**src/rtl/mhpq_pkg.sv**
```systemverilog
// ----------------------------------------------------------------------------
// mhpq_pkg
// Shared types and codes for the job priority queue: command and status
// codes, the job record, controller states and the control/status bundles.
// ----------------------------------------------------------------------------
package mhpq_pkg;

  localparam int CMD_W    = 3;
  localparam int STATUS_W = 2;
  localparam int CNT_W    = 32;

  typedef enum logic [CMD_W-1:0] {
    CMD_INSERT     = 3'd0,
    CMD_RETRIEVE   = 3'd1,
    CMD_CNT_CREATE = 3'd2,
    CMD_CNT_DONE   = 3'd3,
    CMD_READ_DONE  = 3'd4
  } cmd_t;

  typedef enum logic [STATUS_W-1:0] {
    STS_OK    = 2'd0,
    STS_FULL  = 2'd1,
    STS_EMPTY = 2'd2,
    STS_BAD   = 2'd3
  } status_t;

  typedef struct packed {
    logic [21:0] pid;
    logic [7:0]  number;
    logic [3:0]  prio;
    logic [3:0]  compute_time;
    logic [16:0] tag;
  } job_t;

  typedef enum logic [3:0] {
    S_IDLE,
    S_UP_CHECK,
    S_UP_CMP,
    S_DN_ROOT,
    S_DN_LAST,
    S_DN_CHECK,
    S_DN_LEFT,
    S_DN_RIGHT,
    S_DN_MOVE
  } state_t;

  typedef enum logic [1:0] {
    CNT_NONE,
    CNT_CREATE,
    CNT_DONE,
    CNT_READ
  } cnt_op_t;

  typedef enum logic [2:0] {
    RD_ROOT,
    RD_LAST,
    RD_PARENT,
    RD_LEFT,
    RD_RIGHT
  } rd_sel_t;

  typedef enum logic [1:0] {
    WR_CARRY,
    WR_PARENT,
    WR_BEST
  } wr_sel_t;

  typedef struct packed {
    logic    res_load;
    status_t res_status;
    cnt_op_t cnt_op;
    logic    job_load;
    rd_sel_t rd_sel;
    logic    root_capture;
    logic    last_load;
    logic    left_eval;
    logic    right_eval;
    logic    wr_en;
    wr_sel_t wr_sel;
    logic    pos_to_parent;
    logic    pos_to_best;
    logic    finish;
  } ctrl_cmd_t;

  typedef struct packed {
    logic full;
    logic empty;
    logic count_one;
    logic at_root;
    logic left_out;
    logic right_in;
    logic parent_greater;
    logic best_is_pos;
  } dp_stat_t;

endpackage

```
**src/rtl/max_heap_job_priority_queue_top.sv**
```systemverilog
// ----------------------------------------------------------------------------
// max_heap_job_priority_queue_top
// Bounded max-heap of job records keyed on priority, with created and
// completed event counters.
// ----------------------------------------------------------------------------
// A request is taken when start is high and busy is low; busy stays high
// while a heap request sifts. Every request yields exactly one result, shown
// for a single cycle with out_valid high, in the cycle after the request ends;
// the receiver cannot stall it, so capture it then. Counter requests, refused
// inserts and empty retrieves finish in the accept cycle. An insert climbs
// one level per check and compare step and writes the record where it stops.
// A retrieve reads the root, then the last entry (and ends there when the heap
// held one entry), then descends one level per check, left, optional right
// and move step, writing the record where it stops. The heap sits in one RAM
// with one read and one write port and a registered read, so each step of a
// sift waits for the read.
// ----------------------------------------------------------------------------
module max_heap_job_priority_queue_top #(
  parameter int CAPACITY = 8
) (
  input  logic        clk,
  input  logic        rst_n,
  input  logic        start,
  output logic        busy,
  input  logic [2:0]  in_cmd,
  input  logic [21:0] in_producer_pid,
  input  logic [7:0]  in_producer_number,
  input  logic [3:0]  in_priority,
  input  logic [3:0]  in_compute_time,
  input  logic [16:0] in_job_tag,
  output logic        out_valid,
  output logic [1:0]  out_status,
  output logic [21:0] out_producer_pid,
  output logic [7:0]  out_producer_number,
  output logic [3:0]  out_priority,
  output logic [3:0]  out_compute_time,
  output logic [16:0] out_job_tag,
  output logic [31:0] out_counter_value
);
  import mhpq_pkg::*;

  ctrl_cmd_t ctl;
  dp_stat_t  stat;

  mhpq_ctrl u_ctrl (
    .clk   (clk),
    .rst_n (rst_n),
    .start (start),
    .cmd   (in_cmd),
    .stat  (stat),
    .ctl   (ctl),
    .busy  (busy)
  );

  mhpq_dpath #(
    .CAPACITY (CAPACITY)
  ) u_dpath (
    .clk                 (clk),
    .rst_n               (rst_n),
    .ctl                 (ctl),
    .stat                (stat),
    .in_producer_pid     (in_producer_pid),
    .in_producer_number  (in_producer_number),
    .in_priority         (in_priority),
    .in_compute_time     (in_compute_time),
    .in_job_tag          (in_job_tag),
    .out_valid           (out_valid),
    .out_status          (out_status),
    .out_producer_pid    (out_producer_pid),
    .out_producer_number (out_producer_number),
    .out_priority        (out_priority),
    .out_compute_time    (out_compute_time),
    .out_job_tag         (out_job_tag),
    .out_counter_value   (out_counter_value)
  );

endmodule

```
**src/rtl/mhpq_ram.sv**
```systemverilog
// ----------------------------------------------------------------------------
// mhpq_ram
// Generic single-clock RAM: one write port, one read port, registered read.
// ----------------------------------------------------------------------------
module mhpq_ram #(
  parameter int WIDTH = 55,
  parameter int DEPTH = 8
) (
  input  logic                     clk,
  input  logic                     we,
  input  logic [$clog2(DEPTH)-1:0] waddr,
  input  logic [WIDTH-1:0]         wdata,
  input  logic [$clog2(DEPTH)-1:0] raddr,
  output logic [WIDTH-1:0]         rdata
);

  logic [WIDTH-1:0] mem [DEPTH];
  logic [WIDTH-1:0] rdata_r;

  always_ff @(posedge clk) begin
    if (we) begin
      mem[waddr] <= wdata;
    end
    rdata_r <= mem[raddr];
  end

  assign rdata = rdata_r;

endmodule

```
**src/rtl/mhpq_ctrl.sv**
```systemverilog
// ----------------------------------------------------------------------------
// mhpq_ctrl
// Sequencer for the queue: decodes a request, then walks the sift-up or
// sift-down loop one heap level at a time through the datapath.
// ----------------------------------------------------------------------------
module mhpq_ctrl (
  input  logic                  clk,
  input  logic                  rst_n,
  input  logic                  start,
  input  logic [2:0]            cmd,
  input  mhpq_pkg::dp_stat_t    stat,
  output mhpq_pkg::ctrl_cmd_t   ctl,
  output logic                  busy
);
  import mhpq_pkg::*;

  state_t state_r, state_nxt;

  always_ff @(posedge clk) begin
    if (!rst_n) begin
      state_r <= S_IDLE;
    end else begin
      state_r <= state_nxt;
    end
  end

  // next state
  always_comb begin
    state_nxt = state_r;
    unique case (state_r)
      S_IDLE: begin
        if (start) begin
          unique case (cmd)
            CMD_INSERT:   state_nxt = stat.full ? S_IDLE : S_UP_CHECK;
            CMD_RETRIEVE: state_nxt = stat.empty ? S_IDLE : S_DN_ROOT;
            default:      state_nxt = S_IDLE;
          endcase
        end
      end
      S_UP_CHECK: state_nxt = stat.at_root ? S_IDLE : S_UP_CMP;
      S_UP_CMP:   state_nxt = stat.parent_greater ? S_IDLE : S_UP_CHECK;
      S_DN_ROOT:  state_nxt = S_DN_LAST;
      S_DN_LAST:  state_nxt = stat.count_one ? S_IDLE : S_DN_CHECK;
      S_DN_CHECK: state_nxt = stat.left_out ? S_IDLE : S_DN_LEFT;
      S_DN_LEFT:  state_nxt = stat.right_in ? S_DN_RIGHT : S_DN_MOVE;
      S_DN_RIGHT: state_nxt = S_DN_MOVE;
      S_DN_MOVE:  state_nxt = stat.best_is_pos ? S_IDLE : S_DN_CHECK;
      default:    state_nxt = S_IDLE;
    endcase
  end

  // outputs
  always_comb begin
    ctl            = '0;
    ctl.res_status = STS_OK;
    ctl.cnt_op     = CNT_NONE;
    ctl.rd_sel     = RD_ROOT;
    ctl.wr_sel     = WR_CARRY;
    busy           = (state_r != S_IDLE);
    unique case (state_r)
      S_IDLE: begin
        if (start) begin
          ctl.res_load = 1'b1;
          unique case (cmd)
            CMD_INSERT: begin
              if (stat.full) begin
                ctl.res_status = STS_FULL;
                ctl.finish     = 1'b1;
              end else begin
                ctl.job_load = 1'b1;
              end
            end
            CMD_RETRIEVE: begin
              if (stat.empty) begin
                ctl.res_status = STS_EMPTY;
                ctl.finish     = 1'b1;
              end else begin
                ctl.rd_sel = RD_ROOT;
              end
            end
            CMD_CNT_CREATE: begin
              ctl.cnt_op = CNT_CREATE;
              ctl.finish = 1'b1;
            end
            CMD_CNT_DONE: begin
              ctl.cnt_op = CNT_DONE;
              ctl.finish = 1'b1;
            end
            CMD_READ_DONE: begin
              ctl.cnt_op = CNT_READ;
              ctl.finish = 1'b1;
            end
            default: begin
              ctl.res_status = STS_BAD;
              ctl.finish     = 1'b1;
            end
          endcase
        end
      end
      S_UP_CHECK: begin
        if (stat.at_root) begin
          ctl.wr_en  = 1'b1;
          ctl.wr_sel = WR_CARRY;
          ctl.finish = 1'b1;
        end else begin
          ctl.rd_sel = RD_PARENT;
        end
      end
      S_UP_CMP: begin
        ctl.wr_en = 1'b1;
        if (stat.parent_greater) begin
          ctl.wr_sel = WR_CARRY;
          ctl.finish = 1'b1;
        end else begin
          // pull the parent down and climb one level
          ctl.wr_sel        = WR_PARENT;
          ctl.pos_to_parent = 1'b1;
        end
      end
      S_DN_ROOT: begin
        ctl.root_capture = 1'b1;
        ctl.rd_sel       = RD_LAST;
      end
      S_DN_LAST: begin
        ctl.last_load = 1'b1;
        ctl.finish    = stat.count_one;
      end
      S_DN_CHECK: begin
        if (stat.left_out) begin
          ctl.wr_en  = 1'b1;
          ctl.wr_sel = WR_CARRY;
          ctl.finish = 1'b1;
        end else begin
          ctl.rd_sel = RD_LEFT;
        end
      end
      S_DN_LEFT: begin
        ctl.left_eval = 1'b1;
        ctl.rd_sel    = RD_RIGHT;
      end
      S_DN_RIGHT: begin
        ctl.right_eval = 1'b1;
      end
      S_DN_MOVE: begin
        ctl.wr_en = 1'b1;
        if (stat.best_is_pos) begin
          ctl.wr_sel = WR_CARRY;
          ctl.finish = 1'b1;
        end else begin
          // lift the larger child and descend
          ctl.wr_sel      = WR_BEST;
          ctl.pos_to_best = 1'b1;
        end
      end
      default: begin
        ctl = '0;
      end
    endcase
  end

endmodule

```
**src/rtl/mhpq_dpath.sv**
```systemverilog
// ----------------------------------------------------------------------------
// mhpq_dpath
// Heap storage, position and count registers, the record in flight, the
// event counters and the result registers.
// ----------------------------------------------------------------------------
module mhpq_dpath #(
  parameter int CAPACITY = 8
) (
  input  logic                       clk,
  input  logic                       rst_n,
  input  mhpq_pkg::ctrl_cmd_t        ctl,
  output mhpq_pkg::dp_stat_t         stat,
  input  logic [21:0]                in_producer_pid,
  input  logic [7:0]                 in_producer_number,
  input  logic [3:0]                 in_priority,
  input  logic [3:0]                 in_compute_time,
  input  logic [16:0]                in_job_tag,
  output logic                       out_valid,
  output logic [1:0]                 out_status,
  output logic [21:0]                out_producer_pid,
  output logic [7:0]                 out_producer_number,
  output logic [3:0]                 out_priority,
  output logic [3:0]                 out_compute_time,
  output logic [16:0]                out_job_tag,
  output logic [31:0]                out_counter_value
);
  import mhpq_pkg::*;

  localparam int IDX_W = $clog2(CAPACITY + 1);
  localparam int AW    = $clog2(CAPACITY);

  logic [IDX_W-1:0] count_r, pos_r, best_idx_r;
  job_t             carry_r, best_rec_r, out_job_r;
  logic [CNT_W-1:0] created_r, completed_r, out_cnt_r;
  status_t          out_status_r;
  logic             out_valid_r;

  logic [IDX_W:0]   left_full, right_full;
  logic [IDX_W-1:0] left_idx, right_idx, parent_idx, rd_idx;
  logic [AW-1:0]    rd_addr, wr_addr;
  logic [$bits(job_t)-1:0] ram_rdata;
  job_t             rdata, wr_data;
  logic             left_take, right_take;

  assign left_full  = {pos_r, 1'b0};
  assign right_full = {pos_r, 1'b1};
  assign left_idx   = left_full[IDX_W-1:0];
  assign right_idx  = right_full[IDX_W-1:0];
  assign parent_idx = pos_r >> 1;
  assign rdata      = job_t'(ram_rdata);

  always_comb begin
    unique case (ctl.rd_sel)
      RD_ROOT:   rd_idx = IDX_W'(1);
      RD_LAST:   rd_idx = count_r;
      RD_PARENT: rd_idx = parent_idx;
      RD_LEFT:   rd_idx = left_idx;
      RD_RIGHT:  rd_idx = right_idx;
      default:   rd_idx = IDX_W'(1);
    endcase
  end

  always_comb begin
    unique case (ctl.wr_sel)
      WR_CARRY:  wr_data = carry_r;
      WR_PARENT: wr_data = rdata;
      WR_BEST:   wr_data = best_rec_r;
      default:   wr_data = carry_r;
    endcase
  end

  // slots are numbered from one
  assign rd_addr = AW'(rd_idx - IDX_W'(1));
  assign wr_addr = AW'(pos_r - IDX_W'(1));

  mhpq_ram #(
    .WIDTH ($bits(job_t)),
    .DEPTH (CAPACITY)
  ) u_heap (
    .clk   (clk),
    .we    (ctl.wr_en),
    .waddr (wr_addr),
    .wdata (wr_data),
    .raddr (rd_addr),
    .rdata (ram_rdata)
  );

  assign left_take  = rdata.prio > carry_r.prio;
  assign right_take = rdata.prio > best_rec_r.prio;

  always_comb begin
    stat                = '0;
    stat.full           = (count_r == IDX_W'(CAPACITY));
    stat.empty          = (count_r == '0);
    stat.count_one      = (count_r == IDX_W'(1));
    stat.at_root        = (pos_r == IDX_W'(1));
    stat.left_out       = (left_full > {1'b0, count_r});
    stat.right_in       = (right_full <= {1'b0, count_r});
    stat.parent_greater = rdata.prio > carry_r.prio;
    stat.best_is_pos    = (best_idx_r == pos_r);
  end

  // control state
  always_ff @(posedge clk) begin
    if (!rst_n) begin
      count_r     <= '0;
      created_r   <= '0;
      completed_r <= '0;
      out_valid_r <= 1'b0;
    end else begin
      out_valid_r <= ctl.finish;
      if (ctl.job_load) begin
        count_r <= count_r + IDX_W'(1);
      end else if (ctl.last_load) begin
        count_r <= count_r - IDX_W'(1);
      end
      if (ctl.res_load && ctl.cnt_op == CNT_CREATE) begin
        created_r <= created_r + CNT_W'(1);
      end
      if (ctl.res_load && ctl.cnt_op == CNT_DONE) begin
        completed_r <= completed_r + CNT_W'(1);
      end
    end
  end

  // payload
  always_ff @(posedge clk) begin
    if (ctl.job_load) begin
      carry_r <= '{pid: in_producer_pid, number: in_producer_number,
                   prio: in_priority, compute_time: in_compute_time,
                   tag: in_job_tag};
      pos_r   <= count_r + IDX_W'(1);
    end else if (ctl.last_load) begin
      carry_r <= rdata;
      pos_r   <= IDX_W'(1);
    end else if (ctl.pos_to_parent) begin
      pos_r <= parent_idx;
    end else if (ctl.pos_to_best) begin
      pos_r <= best_idx_r;
    end

    if (ctl.left_eval) begin
      best_idx_r <= left_take ? left_idx : pos_r;
      best_rec_r <= left_take ? rdata : carry_r;
    end else if (ctl.right_eval && right_take) begin
      best_idx_r <= right_idx;
      best_rec_r <= rdata;
    end else if (ctl.last_load || ctl.pos_to_best) begin
      // nothing chosen yet at the new level
      best_idx_r <= '0;
    end

    if (ctl.res_load) begin
      out_status_r <= ctl.res_status;
      out_job_r    <= '0;
      unique case (ctl.cnt_op)
        CNT_CREATE: out_cnt_r <= created_r + CNT_W'(1);
        CNT_DONE:   out_cnt_r <= completed_r + CNT_W'(1);
        CNT_READ:   out_cnt_r <= completed_r;
        default:    out_cnt_r <= '0;
      endcase
    end else if (ctl.root_capture) begin
      out_job_r <= rdata;
    end
  end

  assign out_valid           = out_valid_r;
  assign out_status          = out_status_r;
  assign out_producer_pid    = out_job_r.pid;
  assign out_producer_number = out_job_r.number;
  assign out_priority        = out_job_r.prio;
  assign out_compute_time    = out_job_r.compute_time;
  assign out_job_tag         = out_job_r.tag;
  assign out_counter_value   = out_cnt_r;

endmodule

```
**config.mk**
```make
export PLATFORM = sky130hd
export DESIGN_NAME = max_heap_job_priority_queue_top
export DESIGN_NICKNAME = d
export VERILOG_FILES = /design/src/rtl/mhpq_pkg.sv /design/src/rtl/max_heap_job_priority_queue_top.sv /design/src/rtl/mhpq_ram.sv /design/src/rtl/mhpq_ctrl.sv /design/src/rtl/mhpq_dpath.sv
export SDC_FILE = /design/constraint.sdc
export NUM_CORES = 1
export LEC_CHECK = 0
export BUFFER_PORTS_ARGS = -buffer_cell sky130_fd_sc_hd__buf_2
export CELL_PAD_IN_SITES_DETAIL_PLACEMENT = 1
export CELL_PAD_IN_SITES_GLOBAL_PLACEMENT = 1
export CORE_MARGIN = 1.5
export CORE_UTILIZATION = 43
export DETAILED_ROUTE_END_ITERATION = 6
export GPL_ROUTABILITY_DRIVEN = 1
export GPL_TIMING_DRIVEN = 0
export PLACE_DENSITY = 0.78
export SYNTH_ARGS = -nofsm -noshare
export SYNTH_HDL_FRONTEND = slang
export SYNTH_SLANG_ARGS = --single-unit
```
**constraint.sdc**
```tcl
create_clock -name clk -period 17.9 [get_ports clk]
set_clock_uncertainty 0.15 [all_clocks]
set_input_delay 0.895 -clock clk [delete_from_list [all_inputs] [get_ports clk]]
set_output_delay 0.895 -clock clk [all_outputs]
set_load 0.03 [all_outputs]
```
==> impl_results.md <==
* Status: finished with violations
* Violated checks: max-capacitance violations, max-slew violations
* YS warnings at 0
* CP Max Fanout at 10
* Post-CTS Repair Setup Buffers at 0
* CP arrival at 6.44 ns
* DP HPWL at 69300 µm
* Die Footprint at 78500 µm²
* Setup TNS at 0 ns
* Maximum vdd drop at 0.0820 mV
* Area grow syn2layout at 16.3%
* Multi-input combinational cell area at 10900 µm²
* Most used cell, CP: clkbuf_1
* Crit path required time at 18.27 ns
* Synth Area in Adders at 0.871%
* Pleak at 15.4 nW
* Register area share after synthesis at 64.9%
* Drt total wl at 104000 µm
* Fillers at 7744
* Antenna violations before repair at 4
* Multiplexer area fraction after synthesis at 14.0%
* Syn avg cell area at 13.1 µm²
* Die Y-Extent at 280 µm
* Synth Instances at 2521
* Vias at 22582
* Post-synth EDFFs at 592
* Cell variety after synth at 71
* Layout Nets at 2875
* First-pass GRT wire length at 153000 µm
* Hold WC Path Type: reg2reg
* Crit path kind: reg2reg
* Hold Violations, Final at 0
* Initial DRC Count at 1971
* Startpoint Class: flop
* Core footprint at 75900 µm²
* Max Freq at 165 MHz
* Final Cycle Share at 33.9%
* Compound-cell area share of the yosys netlist at 6.09%
* Worst-margin pin slew at 1.53 ns
* Top-Level Pins at 152
* # hold bufs at CTS at 0
* PwrDens at 98.4 nW/µm²
* Post-synthesis async set-or-reset flop share at 0%
* Clock Latency Late Sink at 0.64 ns
* CTS tree: built
* Worst Setup End Kind: flop
* Die width at 280 µm
* Final Max Slew Viols at 11
* Primary FF master, synth: edfxtp_1
* Main combinational cell family by area after synthesis: multiplexers
* Global route total overflow at 0
* CTS root buf: clkbuf_16
* Maximum clock path buffer count at 3
* Vias in the first global route at 23810
* Syn Std Cell Area at 33000 µm²
* Slowest cell on crit path: clkbuf_1
* Cell chain of the critical path: inv_1 > ha_1 > and4b_1 > a32o_1 > a21boi_1 > buf_2 > buf_2 > inv_1 > ha_1 > clkbuf_1 > clkbuf_1 > clkbuf_1 > mux2i_1 > mux2i_1 > mux2_1
* H-tree levels at 3
* Seq cells post-synth at 775
* Syn nets at 2605
* Initial core utilization at 43.5%
* GRT Util Overall at 26.3%
* RSZ-0062 raised after global routing: false
* Area occupied by registers at 21400 µm²
* Slowest cell delay on critical path at 0.95 ns
* # port buffers at 147
* Post-layout min period at 6.07 ns
* Core Util, Final at 50.6%
* Routed Antenna Nets at 0
* Simple logic cell fraction of the synthesized area at 9.50%
* Layout cells sized above 1 at 16.3%
* Drt first pass iters at 5
* Post_cts resized at 0
* CP Buf/Inv Count at 7
* Per-cell routed wire length at 26.7 µm
* Pin count of the biggest net entering global routing at 59
* Max_cap viols at 1
* Vias/cell at 5.80
* Clock-pin slew on the worst setup and hold paths at 0.07 ns
* Final setup viols at 0
* Delay-heaviest family, CP: buffers and inverters
* Num CTS Buffers at 82
* Gpl congestion at 0.878
* Max-slew headroom at -1.88%
* Synth Area in XOR/XNOR at 2.30%
* Site Rows at 101
* DRC violations left at 0
* Clock sinks at 775
-- cells in the mapped netlist (9+ instances only) --
library cell  instances  area share (%)
mux2_1               16            0.55
nor4_1               26            0.49
buf_2                28            0.42
xnor2_1              56             1.5
o21ai_0              93             1.4
edfxtp_1            592              54
and2_1                9            0.17
o211ai_1             11            0.25
a22oi_1              60             1.4
nor2_1               71            0.81
nand4_1              26            0.49
and3_1               13            0.25
nand3_1              40            0.61
clkbuf_1            114             1.3
inv_1                26            0.30
mux2i_1             338              10
a21oi_1              84             1.3
ha_1                 23            0.87
o21a_1               14            0.32
xor2_1               29            0.77
nand2_1             388             4.4
mux2_2               95             3.2
buf_1                18            0.20
nor3_1               35            0.53
dfxtp_1             183              11
-- registers in the layout, indices dropped and copies added, names as in the netlist, 2 cells and up --
name / cells
u_dpath.carry_r: 55
u_dpath.out_producer_pid: 22
u_dpath.out_compute_time: 4
u_dpath.out_job_tag: 17
u_dpath.pos_r: 4
u_dpath.u_heap.rdata: 55
u_dpath.u_heap.mem: 440
u_dpath.created_r: 32
u_dpath.best_idx_r: 4
u_dpath.completed_r: 32
u_ctrl.state_r: 4
u_dpath.best_rec_r: 55
u_dpath.out_status: 2
u_dpath.out_producer_number: 8
u_dpath.count_r: 4
u_dpath.out_counter_value: 32
u_dpath.out_priority: 4
-- per-stage QoR --
| stage | cell area (µm²) | cells | power [mW] | setup WS (ns) | hold slack (ns) |
|---|---|---|---|---|---|
| 2_1_floorplan | 33000 | 2521 | 2.04 | 11.57 | 0.288 |
| 3_5_place_dp | 35700 | 3737 | 2.09 | 12.12 | 0.297 |
| 3_3_place_gp | 35000 | 3698 | 2.08 | 6.51 | 0.290 |
| 5_1_grt | 38400 | 3890 | 3.86 | 11.76 | 0.329 |
| 6_report | 38400 | 3893 | 3.78 | 11.83 | 0.301 |
| 4_1_cts | 38400 | 3890 | 3.79 | 11.99 | 0.305 |
-- worst paths after layout --
check | from | endpoint | slack [ns] | cells after the start
max | u_dpath.pos_r[0]$_DFFE_PP_ | u_dpath.u_heap.rdata[36]$_DFF_P_ | 11.83 | 15
min | u_dpath.out_producer_number[2]$_SDFFE_PP0P_ | u_dpath.out_producer_number[2]$_SDFFE_PP0P_ | 0.30 | 2
max reg2reg | u_dpath.pos_r[0]$_DFFE_PP_ | u_dpath.u_heap.rdata[36]$_DFF_P_ | 11.83 | 15
min reg2reg | u_dpath.out_producer_number[2]$_SDFFE_PP0P_ | u_dpath.out_producer_number[2]$_SDFFE_PP0P_ | 0.30 | 2
-- layout make-up --
| type | count | share of cell area, % |
|---|---|---|
| Sequential cell | 775 | 55.8 |
| Multi-Input combinational cell | 1557 | 28.3 |
| Clock buffer | 110 | 5.88 |
| Timing Repair Buffer | 186 | 3.39 |
| Tap cell | 1030 | 3.36 |
| Buffer | 162 | 1.69 |
| Clock inverter | 43 | 1.22 |
| Inverter | 27 | 0.270 |
| Antenna cell | 3 | 0.0195 |
-- metal layers --
metal	global-route usage (%)	routed length [µm]	vias up	part of all wire, %
met5	0	0	-	0
met4	9.66	3500	0	3.4
met3	4.38	7750	211	7.5
met2	43.3	49800	971	48
met1	34.9	42900	11519	41
li1	-	-	9881	-
-- cell usage in the layout (no fill, tap or decap), types with 13 or more instances in the layout --
| master | count |
|---|---|
| nand4_1 | 26 |
| o21ai_0 | 93 |
| buf_1 | 18 |
| xor2_1 | 29 |
| edfxtp_1 | 592 |
| mux2i_1 | 338 |
| clkbuf_1 | 133 |
| dfxtp_1 | 183 |
| clkinv_2 | 14 |
| buf_6 | 24 |
| o21a_1 | 14 |
| inv_1 | 25 |
| clkbuf_16 | 84 |
| a22oi_1 | 60 |
| nand2_1 | 387 |
| buf_2 | 175 |
| ha_1 | 23 |
| nor4_1 | 26 |
| mux2_2 | 95 |
| nor2_1 | 67 |
| xnor2_1 | 56 |
| nor3_1 | 31 |
| nand3_1 | 40 |
| mux2_1 | 16 |
| and3_1 | 13 |
| a21oi_1 | 84 |
-- cell families after synthesis --
family / after synthesis
buf+inv: 189
compound gates: 321
fa+ha+maj: 23
flops: 775
mux: 449
simple gates: 678
xor+xnor: 86
-- tightest hold or removal path, stage by stage (launching register included) --
cell and delay, ns:
dfxtp_1 0.30, nand2_1 0.05, a21oi_1 0.05
-- power by group --
| group | switching (mW) | internal [mW] |
|---|---|---|
| Clock | 0.733 | 0.997 |
| Combinational | 0.0744 | 0.0342 |
| Sequential | 0.0105 | 1.93 |
Power figures use the tool's default switching activity.
